<file path="src/hdl/orientation_zone_classifier_core_macros.svh">
// assertion macros shared by the orientation zone classifier rtl
`ifndef ORIENTATION_ZONE_CLASSIFIER_CORE_MACROS_SVH
`define ORIENTATION_ZONE_CLASSIFIER_CORE_MACROS_SVH

// clocked property check, quiet while reset is asserted
`define OZC_ASSERT(lbl, prop) \
  lbl: assert property (@(posedge clk_i) disable iff (!rst_ni) (prop)) \
    else $error("ozc assertion failed");

// same-cycle implication
`define OZC_ASSERT_IMP(lbl, ante, cons) \
  `OZC_ASSERT(lbl, (ante) |-> (cons))

`endif

</file>
<file path="src/hdl/ozc_pkg.sv">
// types and constants of the orientation zone classifier
package ozc_pkg;

  localparam int CompW    = 16;           // q1.14 component
  localparam int FracW    = 14;
  localparam int HamW     = 2 * CompW + 2; // sum of four component products
  localparam int NormW    = 30;           // squared norm of a saturated vector
  localparam int DotW     = 31;           // signed dot product
  localparam int ProdW    = 2 * NormW;    // product of two squared norms
  localparam int OpW      = 32;           // shared multiplier operand
  localparam int AccW     = 80;           // accumulator
  localparam int ZoneW    = 3;
  localparam int MaxSlots = 7;
  localparam int ShMid    = 16;
  localparam int ShHigh   = 30;

  localparam int InDataW  = 4 * CompW;
  localparam int OutDataW = 8;
  localparam int CfgIdxW  = 3;
  localparam int CfgDataW = 16;

  localparam logic signed [CompW-1:0] Q14One     = CompW'(16384);
  localparam logic [CompW-1:0]        CosSqReset = CompW'(57870);
  localparam logic [ZoneW-1:0]        NoZone     = ZoneW'(7);
  localparam logic [AccW-1:0]         RoundBias  = AccW'(1) << (FracW - 1);

  typedef enum logic [1:0] {
    SH_0  = 2'd0,
    SH_16 = 2'd1,
    SH_30 = 2'd2
  } ozc_shift_e;

  typedef enum logic [2:0] {
    DST_X   = 3'd0,
    DST_Y   = 3'd1,
    DST_Z   = 3'd2,
    DST_NV  = 3'd3,
    DST_D   = 3'd4,
    DST_P   = 3'd5,
    DST_CMP = 3'd6
  } ozc_dest_e;

  typedef enum logic [CfgIdxW-1:0] {
    REG_ORIGIN_W = 3'd0,
    REG_ORIGIN_X = 3'd1,
    REG_ORIGIN_Y = 3'd2,
    REG_ORIGIN_Z = 3'd3,
    REG_COS_SQ   = 3'd4
  } ozc_reg_e;

  typedef enum logic {
    OP_SAMPLE  = 1'b0,
    OP_CAPTURE = 1'b1
  } ozc_oper_e;

  typedef struct packed {
    logic       valid;
    logic       sub;
    logic       clr;
    logic       rnd;
    ozc_shift_e sh;
    logic       last;
    ozc_dest_e  dest;
  } ozc_ctl_t;

  typedef struct packed {
    ozc_ctl_t       ctl;
    logic [OpW-1:0] a;
    logic [OpW-1:0] b;
  } ozc_op_t;

  typedef struct packed {
    logic      valid;
    ozc_dest_e dest;
  } ozc_done_t;

endpackage

</file>
<file path="src/hdl/orientation_zone_classifier_core.sv">
// orientation zone classifier: quaternion rotate, then angle test against calibrated zones
//
//   channel   dir  signals                                   payload
//   s_axis    in   tvalid tready tdata[63:0] tuser[0:0]      sample quaternion, operation
//   m_axis    out  tvalid tready tdata[7:0]  tuser[0:0]      zone, captured slot, captured
//   cfg       in   valid ready index[2:0] data[15:0]         origin quaternion, cos^2 threshold
//
// a sample beat examines the calibrated slots in order up to and including the first match
// (at most seven); every product goes through the one 32x32 multiplier of ozc_mac, one
// issue per cycle within a phase, the sequencer waiting for the unit to drain between phases.
// a capture beat goes straight to the final state. the input side is ready only while idle.
// a finished result sits in the output register; a new beat may be taken meanwhile,
// its result waits in the final state until the register is free.
// reset restores the origin to identity, the threshold to twenty degrees, empties all slots.
`include "orientation_zone_classifier_core_macros.svh"

module orientation_zone_classifier_core #(
  parameter int ZONE_COUNT = 7
) (
  input  logic                             clk_i,
  input  logic                             rst_ni,
  // slave side: quat_w, quat_x, quat_y, quat_z (16 bits each, from bit 0 up)
  input  logic                             s_axis_tvalid,
  output logic                             s_axis_tready,
  input  logic [ozc_pkg::InDataW-1:0]      s_axis_tdata,
  // operation: 0 sample, 1 capture
  input  logic [0:0]                       s_axis_tuser,
  // master side: zone [2:0], captured_slot [5:3], zero fill [7:6]
  output logic                             m_axis_tvalid,
  input  logic                             m_axis_tready,
  output logic [ozc_pkg::OutDataW-1:0]     m_axis_tdata,
  // captured
  output logic [0:0]                       m_axis_tuser,
  // configuration writes
  input  logic                             cfg_valid_i,
  output logic                             cfg_ready_o,
  input  logic [ozc_pkg::CfgIdxW-1:0]      cfg_index_i,
  input  logic [ozc_pkg::CfgDataW-1:0]     cfg_data_i
);
  import ozc_pkg::*;

  localparam int ActiveSlots = (ZONE_COUNT < MaxSlots) ? ZONE_COUNT : MaxSlots;
  localparam int IdxW        = (ActiveSlots > 1) ? $clog2(ActiveSlots) : 1;
  localparam logic [ZoneW-1:0] SlotLimit = ZoneW'(ActiveSlots);

  // index of the last step of each sequencer phase
  localparam logic [3:0] HamLast  = 4'd11;
  localparam logic [3:0] NormLast = 4'd2;
  localparam logic [3:0] DotLast  = 4'd3;
  localparam logic [3:0] CmpLast  = 4'd2;

  typedef enum logic [9:0] {
    S_IDLE  = 10'b0000000001,
    S_HAM   = 10'b0000000010,  // rotate the sample by the origin
    S_HWAIT = 10'b0000000100,
    S_NORM  = 10'b0000001000,  // squared norm of the reference vector
    S_NWAIT = 10'b0000010000,
    S_DOT   = 10'b0000100000,  // dot product and norm product for one slot
    S_DWAIT = 10'b0001000000,
    S_CMP   = 10'b0010000000,  // d^2 * 2^16 - thr * nv * ns
    S_CWAIT = 10'b0100000000,
    S_FIN   = 10'b1000000000   // hand the result to the output register
  } ozc_state_e;

  ozc_state_e state_q, state_d;
  logic [3:0]       cnt_q, cnt_d;
  logic [ZoneW-1:0] slot_q, slot_d;

  // configuration
  logic signed [CompW-1:0] org_q [4];
  logic [CompW-1:0]        thr_q;

  // sample and reference state
  logic signed [CompW-1:0] quat_q [4];
  logic signed [CompW-1:0] v_q [3];
  logic [NormW-1:0]        nv_q;
  logic [ZoneW-1:0]        next_slot_q;
  logic [ZoneW-1:0]        cur_zone_q;

  // calibrated slots with their squared norms, filled in order
  logic signed [CompW-1:0] sv_q [ActiveSlots][3];
  logic [NormW-1:0]        sns_q [ActiveSlots];

  // intermediate results
  logic signed [DotW-1:0]  d_q;
  logic [ProdW-1:0]        p_q;
  logic                    match_q;

  // pending and registered result
  logic                    res_cap_q;
  logic [ZoneW-1:0]        res_slot_q;
  logic                    out_valid_q, out_cap_q;
  logic [ZoneW-1:0]        out_zone_q, out_slot_q;

  logic                    in_acc, out_free;
  logic                    zone_load;
  logic [ZoneW-1:0]        zone_val;
  logic [IdxW-1:0]         sidx, widx;

  ozc_op_t                 mac_op;
  logic signed [AccW-1:0]  mac_acc;
  ozc_done_t               mac_done;
  logic                    mac_busy;

  logic [1:0]              a_idx, grp, b_idx;

  function automatic logic signed [CompW-1:0] sat_q14(input logic signed [AccW-1:0] acc);
    logic signed [HamW-FracW-1:0] r;
    r = acc[HamW-1:FracW];
    if (r > (HamW-FracW)'(Q14One)) begin
      sat_q14 = Q14One;
    end else if (r < -(HamW-FracW)'(Q14One)) begin
      sat_q14 = -Q14One;
    end else begin
      sat_q14 = r[CompW-1:0];
    end
  endfunction

  assign s_axis_tready = (state_q == S_IDLE);
  assign cfg_ready_o     = 1'b1;
  assign in_acc          = s_axis_tvalid && s_axis_tready;
  assign out_free        = !out_valid_q || m_axis_tready;
  assign sidx            = slot_q[IdxW-1:0];
  assign widx            = next_slot_q[IdxW-1:0];

  // hamilton product r = q * o: component a_idx of q meets component a_idx ^ (grp + 1) of o
  assign a_idx = cnt_q[1:0];
  assign grp   = cnt_q[3:2];
  assign b_idx = a_idx ^ (grp + 2'd1);

  // sequencer and operand selection
  always_comb begin
    state_d   = state_q;
    cnt_d     = cnt_q;
    slot_d    = slot_q;
    zone_load = 1'b0;
    zone_val  = NoZone;
    mac_op    = '0;
    case (state_q)
      S_IDLE: begin
        if (in_acc) begin
          cnt_d   = '0;
          state_d = (ozc_oper_e'(s_axis_tuser[0]) == OP_CAPTURE) ? S_FIN : S_HAM;
        end
      end
      S_HAM: begin
        mac_op.ctl.valid = 1'b1;
        mac_op.ctl.rnd   = 1'b1;
        mac_op.ctl.clr   = (a_idx == 2'd0);
        mac_op.ctl.last  = (a_idx == 2'd3);
        mac_op.ctl.sub   = ((grp == 2'd0) && (a_idx == 2'd3)) ||
                           ((grp == 2'd1) && (a_idx == 2'd1)) ||
                           ((grp == 2'd2) && (a_idx == 2'd2));
        mac_op.ctl.sh    = SH_0;
        mac_op.ctl.dest  = ozc_dest_e'({1'b0, grp});
        mac_op.a         = OpW'(quat_q[a_idx]);
        mac_op.b         = OpW'(org_q[b_idx]);
        cnt_d            = cnt_q + 4'd1;
        if (cnt_q == HamLast) begin
          cnt_d   = '0;
          state_d = S_HWAIT;
        end
      end
      S_HWAIT: begin
        if (!mac_busy) begin
          state_d = S_NORM;
        end
      end
      S_NORM: begin
        mac_op.ctl.valid = 1'b1;
        mac_op.ctl.clr   = (cnt_q == '0);
        mac_op.ctl.last  = (cnt_q == NormLast);
        mac_op.ctl.sh    = SH_0;
        mac_op.ctl.dest  = DST_NV;
        mac_op.a         = OpW'(v_q[cnt_q[1:0]]);
        mac_op.b         = OpW'(v_q[cnt_q[1:0]]);
        cnt_d            = cnt_q + 4'd1;
        if (cnt_q == NormLast) begin
          cnt_d   = '0;
          state_d = S_NWAIT;
        end
      end
      S_NWAIT: begin
        if (!mac_busy) begin
          slot_d = '0;
          if (next_slot_q == '0) begin
            zone_load = 1'b1;
            state_d   = S_FIN;
          end else begin
            state_d = S_DOT;
          end
        end
      end
      S_DOT: begin
        mac_op.ctl.valid = 1'b1;
        mac_op.ctl.sh    = SH_0;
        if (cnt_q == DotLast) begin
          // norm product, independent of the dot product
          mac_op.ctl.clr  = 1'b1;
          mac_op.ctl.last = 1'b1;
          mac_op.ctl.dest = DST_P;
          mac_op.a        = OpW'(nv_q);
          mac_op.b        = OpW'(sns_q[sidx]);
          cnt_d           = '0;
          state_d         = S_DWAIT;
        end else begin
          mac_op.ctl.clr  = (cnt_q == '0);
          mac_op.ctl.last = (cnt_q == DotLast - 4'd1);
          mac_op.ctl.dest = DST_D;
          mac_op.a        = OpW'(v_q[cnt_q[1:0]]);
          mac_op.b        = OpW'(sv_q[sidx][cnt_q[1:0]]);
          cnt_d           = cnt_q + 4'd1;
        end
      end
      S_DWAIT: begin
        if (!mac_busy) begin
          state_d = S_CMP;
        end
      end
      S_CMP: begin
        mac_op.ctl.valid = 1'b1;
        mac_op.ctl.dest  = DST_CMP;
        mac_op.b         = OpW'(thr_q);
        case (cnt_q[1:0])
          2'd0: begin
            mac_op.ctl.clr = 1'b1;
            mac_op.ctl.sh  = SH_16;
            mac_op.a       = OpW'(d_q);
            mac_op.b       = OpW'(d_q);
          end
          2'd1: begin
            mac_op.ctl.sub = 1'b1;
            mac_op.ctl.sh  = SH_30;
            mac_op.a       = OpW'(p_q[ProdW-1:NormW]);
          end
          default: begin
            mac_op.ctl.sub  = 1'b1;
            mac_op.ctl.last = 1'b1;
            mac_op.ctl.sh   = SH_0;
            mac_op.a        = OpW'(p_q[NormW-1:0]);
          end
        endcase
        cnt_d = cnt_q + 4'd1;
        if (cnt_q == CmpLast) begin
          cnt_d   = '0;
          state_d = S_CWAIT;
        end
      end
      S_CWAIT: begin
        if (!mac_busy) begin
          if (match_q) begin
            zone_load = 1'b1;
            zone_val  = slot_q;
            state_d   = S_FIN;
          end else if (slot_q + ZoneW'(1) == next_slot_q) begin
            zone_load = 1'b1;
            state_d   = S_FIN;
          end else begin
            slot_d  = slot_q + ZoneW'(1);
            state_d = S_DOT;
          end
        end
      end
      S_FIN: begin
        if (out_free) begin
          state_d = S_IDLE;
        end
      end
      default: state_d = S_IDLE;
    endcase
  end

  ozc_mac u_mac (
    .clk_i  (clk_i),
    .rst_ni (rst_ni),
    .op_i   (mac_op),
    .acc_o  (mac_acc),
    .done_o (mac_done),
    .busy_o (mac_busy)
  );

  // control state
  always_ff @(posedge clk_i or negedge rst_ni) begin
    if (!rst_ni) begin
      state_q     <= S_IDLE;
      cnt_q       <= '0;
      slot_q      <= '0;
      next_slot_q <= '0;
      cur_zone_q  <= NoZone;
      out_valid_q <= 1'b0;
    end else begin
      state_q <= state_d;
      cnt_q   <= cnt_d;
      slot_q  <= slot_d;
      if (zone_load) begin
        cur_zone_q <= zone_val;
      end
      if (in_acc && (ozc_oper_e'(s_axis_tuser[0]) == OP_CAPTURE) &&
          (next_slot_q < SlotLimit)) begin
        next_slot_q <= next_slot_q + ZoneW'(1);
      end
      if ((state_q == S_FIN) && out_free) begin
        out_valid_q <= 1'b1;
      end else if (m_axis_tready) begin
        out_valid_q <= 1'b0;
      end
    end
  end

  // configuration registers
  always_ff @(posedge clk_i or negedge rst_ni) begin
    if (!rst_ni) begin
      org_q[0] <= Q14One;
      org_q[1] <= '0;
      org_q[2] <= '0;
      org_q[3] <= '0;
      thr_q    <= CosSqReset;
    end else if (cfg_valid_i && cfg_ready_o) begin
      case (ozc_reg_e'(cfg_index_i))
        REG_ORIGIN_W: org_q[0] <= $signed(cfg_data_i);
        REG_ORIGIN_X: org_q[1] <= $signed(cfg_data_i);
        REG_ORIGIN_Y: org_q[2] <= $signed(cfg_data_i);
        REG_ORIGIN_Z: org_q[3] <= $signed(cfg_data_i);
        REG_COS_SQ:   thr_q    <= cfg_data_i;
        default: ;
      endcase
    end
  end

  // reference vector and its norm, zero until the first sample
  always_ff @(posedge clk_i or negedge rst_ni) begin
    if (!rst_ni) begin
      v_q[0] <= '0;
      v_q[1] <= '0;
      v_q[2] <= '0;
      nv_q   <= '0;
    end else if (mac_done.valid) begin
      case (mac_done.dest)
        DST_X:   v_q[0] <= sat_q14(mac_acc);
        DST_Y:   v_q[1] <= sat_q14(mac_acc);
        DST_Z:   v_q[2] <= sat_q14(mac_acc);
        DST_NV:  nv_q   <= mac_acc[NormW-1:0];
        default: ;
      endcase
    end
  end

  // per-slot intermediates; match needs a positive dot and a nonnegative difference
  always_ff @(posedge clk_i) begin
    if (mac_done.valid) begin
      case (mac_done.dest)
        DST_D:   d_q     <= mac_acc[DotW-1:0];
        DST_P:   p_q     <= mac_acc[ProdW-1:0];
        DST_CMP: match_q <= !d_q[DotW-1] && (d_q != '0) && !mac_acc[AccW-1];
        default: ;
      endcase
    end
  end

  // sample capture, slot writes and the pending result
  always_ff @(posedge clk_i) begin
    if (in_acc) begin
      if (ozc_oper_e'(s_axis_tuser[0]) == OP_CAPTURE) begin
        if (next_slot_q < SlotLimit) begin
          sv_q[widx][0] <= v_q[0];
          sv_q[widx][1] <= v_q[1];
          sv_q[widx][2] <= v_q[2];
          sns_q[widx]   <= nv_q;
          res_cap_q     <= 1'b1;
          res_slot_q    <= next_slot_q;
        end else begin
          res_cap_q  <= 1'b0;
          res_slot_q <= '0;
        end
      end else begin
        quat_q[0]  <= s_axis_tdata[CompW-1:0];
        quat_q[1]  <= s_axis_tdata[2*CompW-1:CompW];
        quat_q[2]  <= s_axis_tdata[3*CompW-1:2*CompW];
        quat_q[3]  <= s_axis_tdata[4*CompW-1:3*CompW];
        res_cap_q  <= 1'b0;
        res_slot_q <= '0;
      end
    end
    if ((state_q == S_FIN) && out_free) begin
      out_zone_q <= cur_zone_q;
      out_cap_q  <= res_cap_q;
      out_slot_q <= res_slot_q;
    end
  end

  assign m_axis_tvalid = out_valid_q;
  assign m_axis_tdata  = {{(OutDataW - 2 * ZoneW){1'b0}}, out_slot_q, out_zone_q};
  assign m_axis_tuser  = out_cap_q;

  // the shared unit has drained whenever a new beat can be taken
  `OZC_ASSERT_IMP(a_idle_drained, s_axis_tready, !mac_busy)
  // a reported zone is always a filled slot or none
  `OZC_ASSERT_IMP(a_zone_filled, m_axis_tvalid, (out_zone_q == NoZone) || (out_zone_q < next_slot_q))
  // a reported capture names a slot that is now filled
  `OZC_ASSERT_IMP(a_cap_filled, m_axis_tvalid && out_cap_q, out_slot_q < next_slot_q)
  // the fill count never passes the slot count
  `OZC_ASSERT_IMP(a_fill_bound, 1'b1, next_slot_q <= SlotLimit)

endmodule

</file>
<file path="src/hdl/ozc_mac.sv">
// shared multiply-accumulate unit: registered product, then shifted accumulate
module ozc_mac (
  input  logic                                clk_i,
  input  logic                                rst_ni,
  input  ozc_pkg::ozc_op_t                    op_i,
  output logic signed [ozc_pkg::AccW-1:0]     acc_o,
  output ozc_pkg::ozc_done_t                  done_o,
  output logic                                busy_o
);
  import ozc_pkg::*;

  logic signed [OpW-1:0]   mul_a;
  logic signed [OpW-1:0]   mul_b;
  logic signed [2*OpW-1:0] prod_q;
  ozc_ctl_t                ctl_q;
  ozc_done_t               done_q;
  logic signed [AccW-1:0]  acc_q, acc_d;
  logic signed [AccW-1:0]  term, term_sh, base;

  assign mul_a = $signed(op_i.a);
  assign mul_b = $signed(op_i.b);

  always_ff @(posedge clk_i) begin
    if (op_i.ctl.valid) begin
      prod_q <= mul_a * mul_b;
    end
  end

  always_ff @(posedge clk_i or negedge rst_ni) begin
    if (!rst_ni) begin
      ctl_q  <= '0;
      done_q <= '0;
    end else begin
      ctl_q        <= op_i.ctl;
      done_q.valid <= ctl_q.valid && ctl_q.last;
      done_q.dest  <= ctl_q.dest;
    end
  end

  always_comb begin
    term = AccW'(prod_q);
    case (ctl_q.sh)
      SH_16:   term_sh = term <<< ShMid;
      SH_30:   term_sh = term <<< ShHigh;
      default: term_sh = term;
    endcase
    if (ctl_q.clr) begin
      base = ctl_q.rnd ? $signed(RoundBias) : '0;
    end else begin
      base = acc_q;
    end
    acc_d = ctl_q.sub ? (base - term_sh) : (base + term_sh);
  end

  always_ff @(posedge clk_i) begin
    if (ctl_q.valid) begin
      acc_q <= acc_d;
    end
  end

  assign acc_o  = acc_q;
  assign done_o = done_q;
  assign busy_o = ctl_q.valid | done_q.valid;

endmodule

</file>
<file path="config.mk">
export PLATFORM = sky130hd
export DESIGN_NAME = orientation_zone_classifier_core
export DESIGN_NICKNAME = d
export VERILOG_FILES = /design/src/hdl/ozc_pkg.sv /design/src/hdl/orientation_zone_classifier_core.sv /design/src/hdl/ozc_mac.sv
export VERILOG_INCLUDE_DIRS = /design/src /design/src/hdl
export SDC_FILE = /design/constraint.sdc
export NUM_CORES = 2
export LEC_CHECK = 0
export BUFFER_PORTS_ARGS = -buffer_cell sky130_fd_sc_hd__buf_2
export CAP_MARGIN = 20
export CORE_MARGIN = 4
export CORE_UTILIZATION = 47
export CTS_CLUSTER_DIAMETER = 80
export DETAILED_ROUTE_END_ITERATION = 12
export PLACE_DENSITY = 0.69
export SLEW_MARGIN = 0
export SYNTH_ARGS = -nofsm -noshare
export SYNTH_HDL_FRONTEND = slang
export SYNTH_HIERARCHICAL = 1
export SYNTH_SLANG_ARGS = --single-unit
</file>
<file path="constraint.sdc">
create_clock -name clk_i -period 10 [get_ports clk_i]
set_clock_uncertainty 0.2 [all_clocks]
set_input_delay 1 -clock clk_i [delete_from_list [all_inputs] [get_ports clk_i]]
set_output_delay 1 -clock clk_i [all_outputs]
set_load 0.02 [all_outputs]
</file>
==> load_flow_metrics.sql <==
INSERT INTO impl_metrics (metric_group, metric, value, unit) VALUES
('outcome', 'run_status', 'finished with violations', ''),
('logic_synthesis', 'synth-main-ff-cell', 'sky130_fd_sc_hd__edfxtp_1', ''),
('clock_network', 'cts_max_path_buffers', '3', ''),
('worst_setup_path', 'source_of_the_critical_timing_path', 'cnt_q[3]', ''),
('power', 'sum_of_internal_switching_and_leakage_power', '0.0148', 'W'),
('timing', 'worst-slew-pin-transition', '1120', 'ps'),
('floorplanning', 'coreArea', '181000', 'um2'),
('floorplanning', 'num_rows', '156', ''),
('timing', 'setup_viol_count_final', '4', ''),
('timing', 'grt_setup_unrepaired', 'true', ''),
('worst_setup_path', 'category_of_cells_accounting_for_the_largest_share_of_critical_path_delay', 'adder cells', ''),
('global_routing', 'grt_antenna_before_repair', '4', ''),
('worst_setup_path', 'timing.setup.critical_path_class', 'reg -> reg', ''),
('floorplanning', 'floorplan.die.height', '434', 'um'),
('timing', 'maxSlewViolCount', '0', ''),
('worst_setup_path', 'cp_data_required_time', '10270', 'ps'),
('logic_synthesis', 'yosys_warnings', '6', ''),
('global_routing', 'global_route_wire_length_before_repair', '392000', 'um'),
('outcome', 'violations', 'antenna rules, setup timing', ''),
('clock_network', 'worstSkewPairLatency', '730', 'ps'),
('global_routing', 'grtUsageMet3', '5.80', '%'),
('detailed_routing', 'via_count', '61951', ''),
('flow_run', 'max_cap_violations', '0', ''),
('timing', 'totalNegativeSetupSlack', '-288', 'ps'),
('clock_network', 'worst_setup_hold_path_clk_slew', '70', 'ps'),
('timing', 'final-hold-violation-count', '0', ''),
('timing', 'finalHoldWorstSlack', '158', 'ps'),
('final_layout', 'design_area_final', '100000', 'um2'),
('floorplanning', 'chipWidth', '434', 'um'),
('final_layout', 'most-common-layout-cells', 'sky130_fd_sc_hd__fa_1, sky130_fd_sc_hd__inv_1, sky130_fd_sc_hd__edfxtp_1, sky130_fd_sc_hd__nand2_1, sky130_fd_sc_hd__buf_4', ''),
('worst_setup_path', 'critPathSlowestCell', 'sky130_fd_sc_hd__fa_1', ''),
('global_routing', 'grt_pass1_vias', '64038', ''),
('final_layout', 'drive_above_1_share', '19.1', '%'),
('logic_synthesis', 'yosysSeqAreaShare', '35.9', '%'),
('global_routing', 'grt_overflow_total', '0', ''),
('logic_synthesis', 'synth-edff-count', '857', ''),
('logic_synthesis', 'synth-seq-cells', '1053', ''),
('detailed_routing', 'postRouteAntennaNets', '1', ''),
('final_layout', 'nNetsFinal', '9729', ''),
('final_layout', 'area_growth_syn_to_layout', '17.5', '%'),
('logic_synthesis', 'synth_cells', '7640', ''),
('clock_network', 'cts.sink_count', '1053', ''),
('clock_network', 'cts-htree-levels', '3', ''),
('timing', 'setup_ws', '-100', 'ps'),
('detailed_routing', 'drtIter0Drc', '6697', ''),
('placement', 'gp_routability_congestion', '0.956', ''),
('power', 'leakagePower', '42.5', 'nW'),
('logic_synthesis', 'yosysTopAreaCell', 'sky130_fd_sc_hd__edfxtp_1', ''),
('logic_synthesis', 'number_of_distinct_library_cell_variants_in_the_gate_level_netlist_after_synthesis', '112', ''),
('worst_setup_path', 'critical-path-top-cell-by-count', 'sky130_fd_sc_hd__fa_1', ''),
('timing', 'slew-limit-headroom', '24.1', '%'),
('detailed_routing', 'detail_route.drc_violations', '0', ''),
('worst_setup_path', 'cp_num_buf_inv', '10', ''),
('global_routing', 'grt_util_all_layers', '27.5', '%'),
('logic_synthesis', 'synth_async_sr_flop_share', '18.6', '%'),
('logic_synthesis', 'netlist_top_cells_area', 'sky130_fd_sc_hd__edfxtp_1, sky130_fd_sc_hd__fa_1, sky130_fd_sc_hd__dfrtp_1', ''),
('final_layout', 'commonest_non_fill_non_tap_cell_in_the_layout', 'sky130_fd_sc_hd__fa_1', ''),
('timing', 'layout_min_cycle_time', '10100', 'ps'),
('worst_setup_path', 'critical_path.max_fanout', '6', ''),
('detailed_routing', 'average_via_count_per_standard_cell', '5.77', ''),
('global_routing', 'groute.layer.met1.usage', '36.5', '%'),
('worst_setup_path', 'worst_ep_arrival_time', '10370', 'ps'),
('timing', 'post-route-period-util', '101', '%'),
('clock_network', 'cts_tree', 'done', ''),
('hold_path', 'hp-start', 'u_mac/ctl_q[0]', ''),
('power', 'ir_worst_vdd', '0.000158', 'V'),
('logic_synthesis', 'synth_top_area_share', '30.1', '%'),
('logic_synthesis', 'netlist_area', '85500', 'um2'),
('global_routing', 'met2_usage', '44.8', '%'),
('placement', 'number_of_port_buffers', '97', ''),
('worst_setup_path', 'maximum_single_stage_delay_on_the_critical_path', '580', 'ps');
state kept, by name, summed over array words and instances, names as in the netlist, 3 cells and up:
register      cells
cnt_q             4
cur_zone_q        3
d_q              31
next_slot_q       3
nv_q             30
org_q            64
out_slot_q        3
out_zone_q        3
p_q              60
quat_q           64
res_slot_q        3
sidx              3
sns_q           210
state_q          10
sv_q            336
thr_q            16
u_mac/acc_o      80
u_mac/ctl_q      10
u_mac/done_o      4
u_mac/prod_q     64
v_q              48
synth_stat cells (13+ instances only):
master / count
sky130_fd_sc_hd__mux4_2: 42
sky130_fd_sc_hd__nand3_1: 50
sky130_fd_sc_hd__fa_1: 1083
sky130_fd_sc_hd__nand2_1: 862
sky130_fd_sc_hd__o21a_1: 26
sky130_fd_sc_hd__nor3_1: 32
sky130_fd_sc_hd__clkbuf_1: 346
sky130_fd_sc_hd__dfrtp_1: 184
sky130_fd_sc_hd__mux2i_1: 233
sky130_fd_sc_hd__o22ai_1: 68
sky130_fd_sc_hd__edfxtp_1: 857
sky130_fd_sc_hd__a211oi_1: 18
sky130_fd_sc_hd__o21ai_0: 252
sky130_fd_sc_hd__nand2b_1: 27
sky130_fd_sc_hd__and2_1: 539
sky130_fd_sc_hd__and3_1: 21
sky130_fd_sc_hd__o31ai_1: 21
sky130_fd_sc_hd__o221ai_1: 21
sky130_fd_sc_hd__inv_1: 998
sky130_fd_sc_hd__a221o_1: 37
sky130_fd_sc_hd__a221oi_1: 25
sky130_fd_sc_hd__buf_2: 59
sky130_fd_sc_hd__buf_1: 21
sky130_fd_sc_hd__nor2_1: 221
sky130_fd_sc_hd__nor2b_1: 102
sky130_fd_sc_hd__o21bai_1: 24
sky130_fd_sc_hd__a21o_1: 92
sky130_fd_sc_hd__o211ai_1: 34
sky130_fd_sc_hd__mux2_2: 117
sky130_fd_sc_hd__a22oi_1: 48
sky130_fd_sc_hd__xnor2_1: 132
sky130_fd_sc_hd__a211o_1: 23
sky130_fd_sc_hd__nor4_1: 24
sky130_fd_sc_hd__o21ai_1: 14
sky130_fd_sc_hd__nand4_1: 46
sky130_fd_sc_hd__a31oi_1: 30
sky130_fd_sc_hd__or3_1: 13
sky130_fd_sc_hd__a21oi_1: 326
sky130_fd_sc_hd__ha_1: 277
sky130_fd_sc_hd__xor2_1: 99
power by group:
| group | leakage [nW] | switching [W] | internal [W] |
|---|---|---|---|
| clock | 1.60 | 0.00172 | 0.00217 |
| combinational | 31.1 | 0.00318 | 0.00217 |
| sequential | 9.82 | 0.000283 | 0.00532 |
cells by family after synthesis:
group / count (synthesis) / synth area share, %
AND/OR/NAND/NOR: 1999 / 11.6
adder cells (fa/ha/maj): 1360 / 29.4
AO/OA/AOI/OAI: 1150 / 8.72
buffers and inverters: 1447 / 6.54
other: 2 / 0.00879
XOR/XNOR: 233 / 2.41
multiplexers: 396 / 5.45
flip-flops: 1053 / 35.9
through the flow:
stage	std cells	utilization, %
detailed placement	10479	52.6
global placement	10479	52.6
global route	10732	55.6
CTS	10669	54.7
floorplan	7641	-
finish	10738	55.6
per-layer routing:
layer  vias to the layer above  wire length (um)
met5                         -                13
met4                         2             12400
met3                       595             25300
met2                      2919            124000
met1                     31755             99600
li1                      26680                 -
layout make-up:
| class | instances | area (um2) | area share [%] |
|---|---|---|---|
| multi-input combinational | 5142 | 50500 | 50.3 |
| sequential | 1053 | 30700 | 30.5 |
| timing repair buffer | 987 | 9140 | 9.10 |
| inverter | 1002 | 3770 | 3.75 |
| tap | 2370 | 2970 | 2.95 |
| clock buffer | 120 | 2590 | 2.58 |
| clock inverter | 57 | 721 | 0.718 |
| antenna | 7 | 17.5 | 0.0174 |
final timing paths:
kind | endpoint | cells after the start
min in group asynchronous | org_q[51] | 2
hold reg to reg | u_mac/done_o[0] | 0
setup reg to reg | u_mac/prod_q[57] | 36
setup / recovery | u_mac/prod_q[57] | 36
max in group asynchronous | u_mac/ctl_q[9] | 3
hold / removal | u_mac/done_o[0] | 0
timing repair:
action                                 CTS  global route
pin swaps                               13            84
endpoints found under the hold margin    0             8
hold buffers                             0             1
setup endpoints to repair               18            31
gates resized for setup                 72           205
setup buffers                           11            51
gates cloned                             2             9
Power figures use the tool's default switching activity.
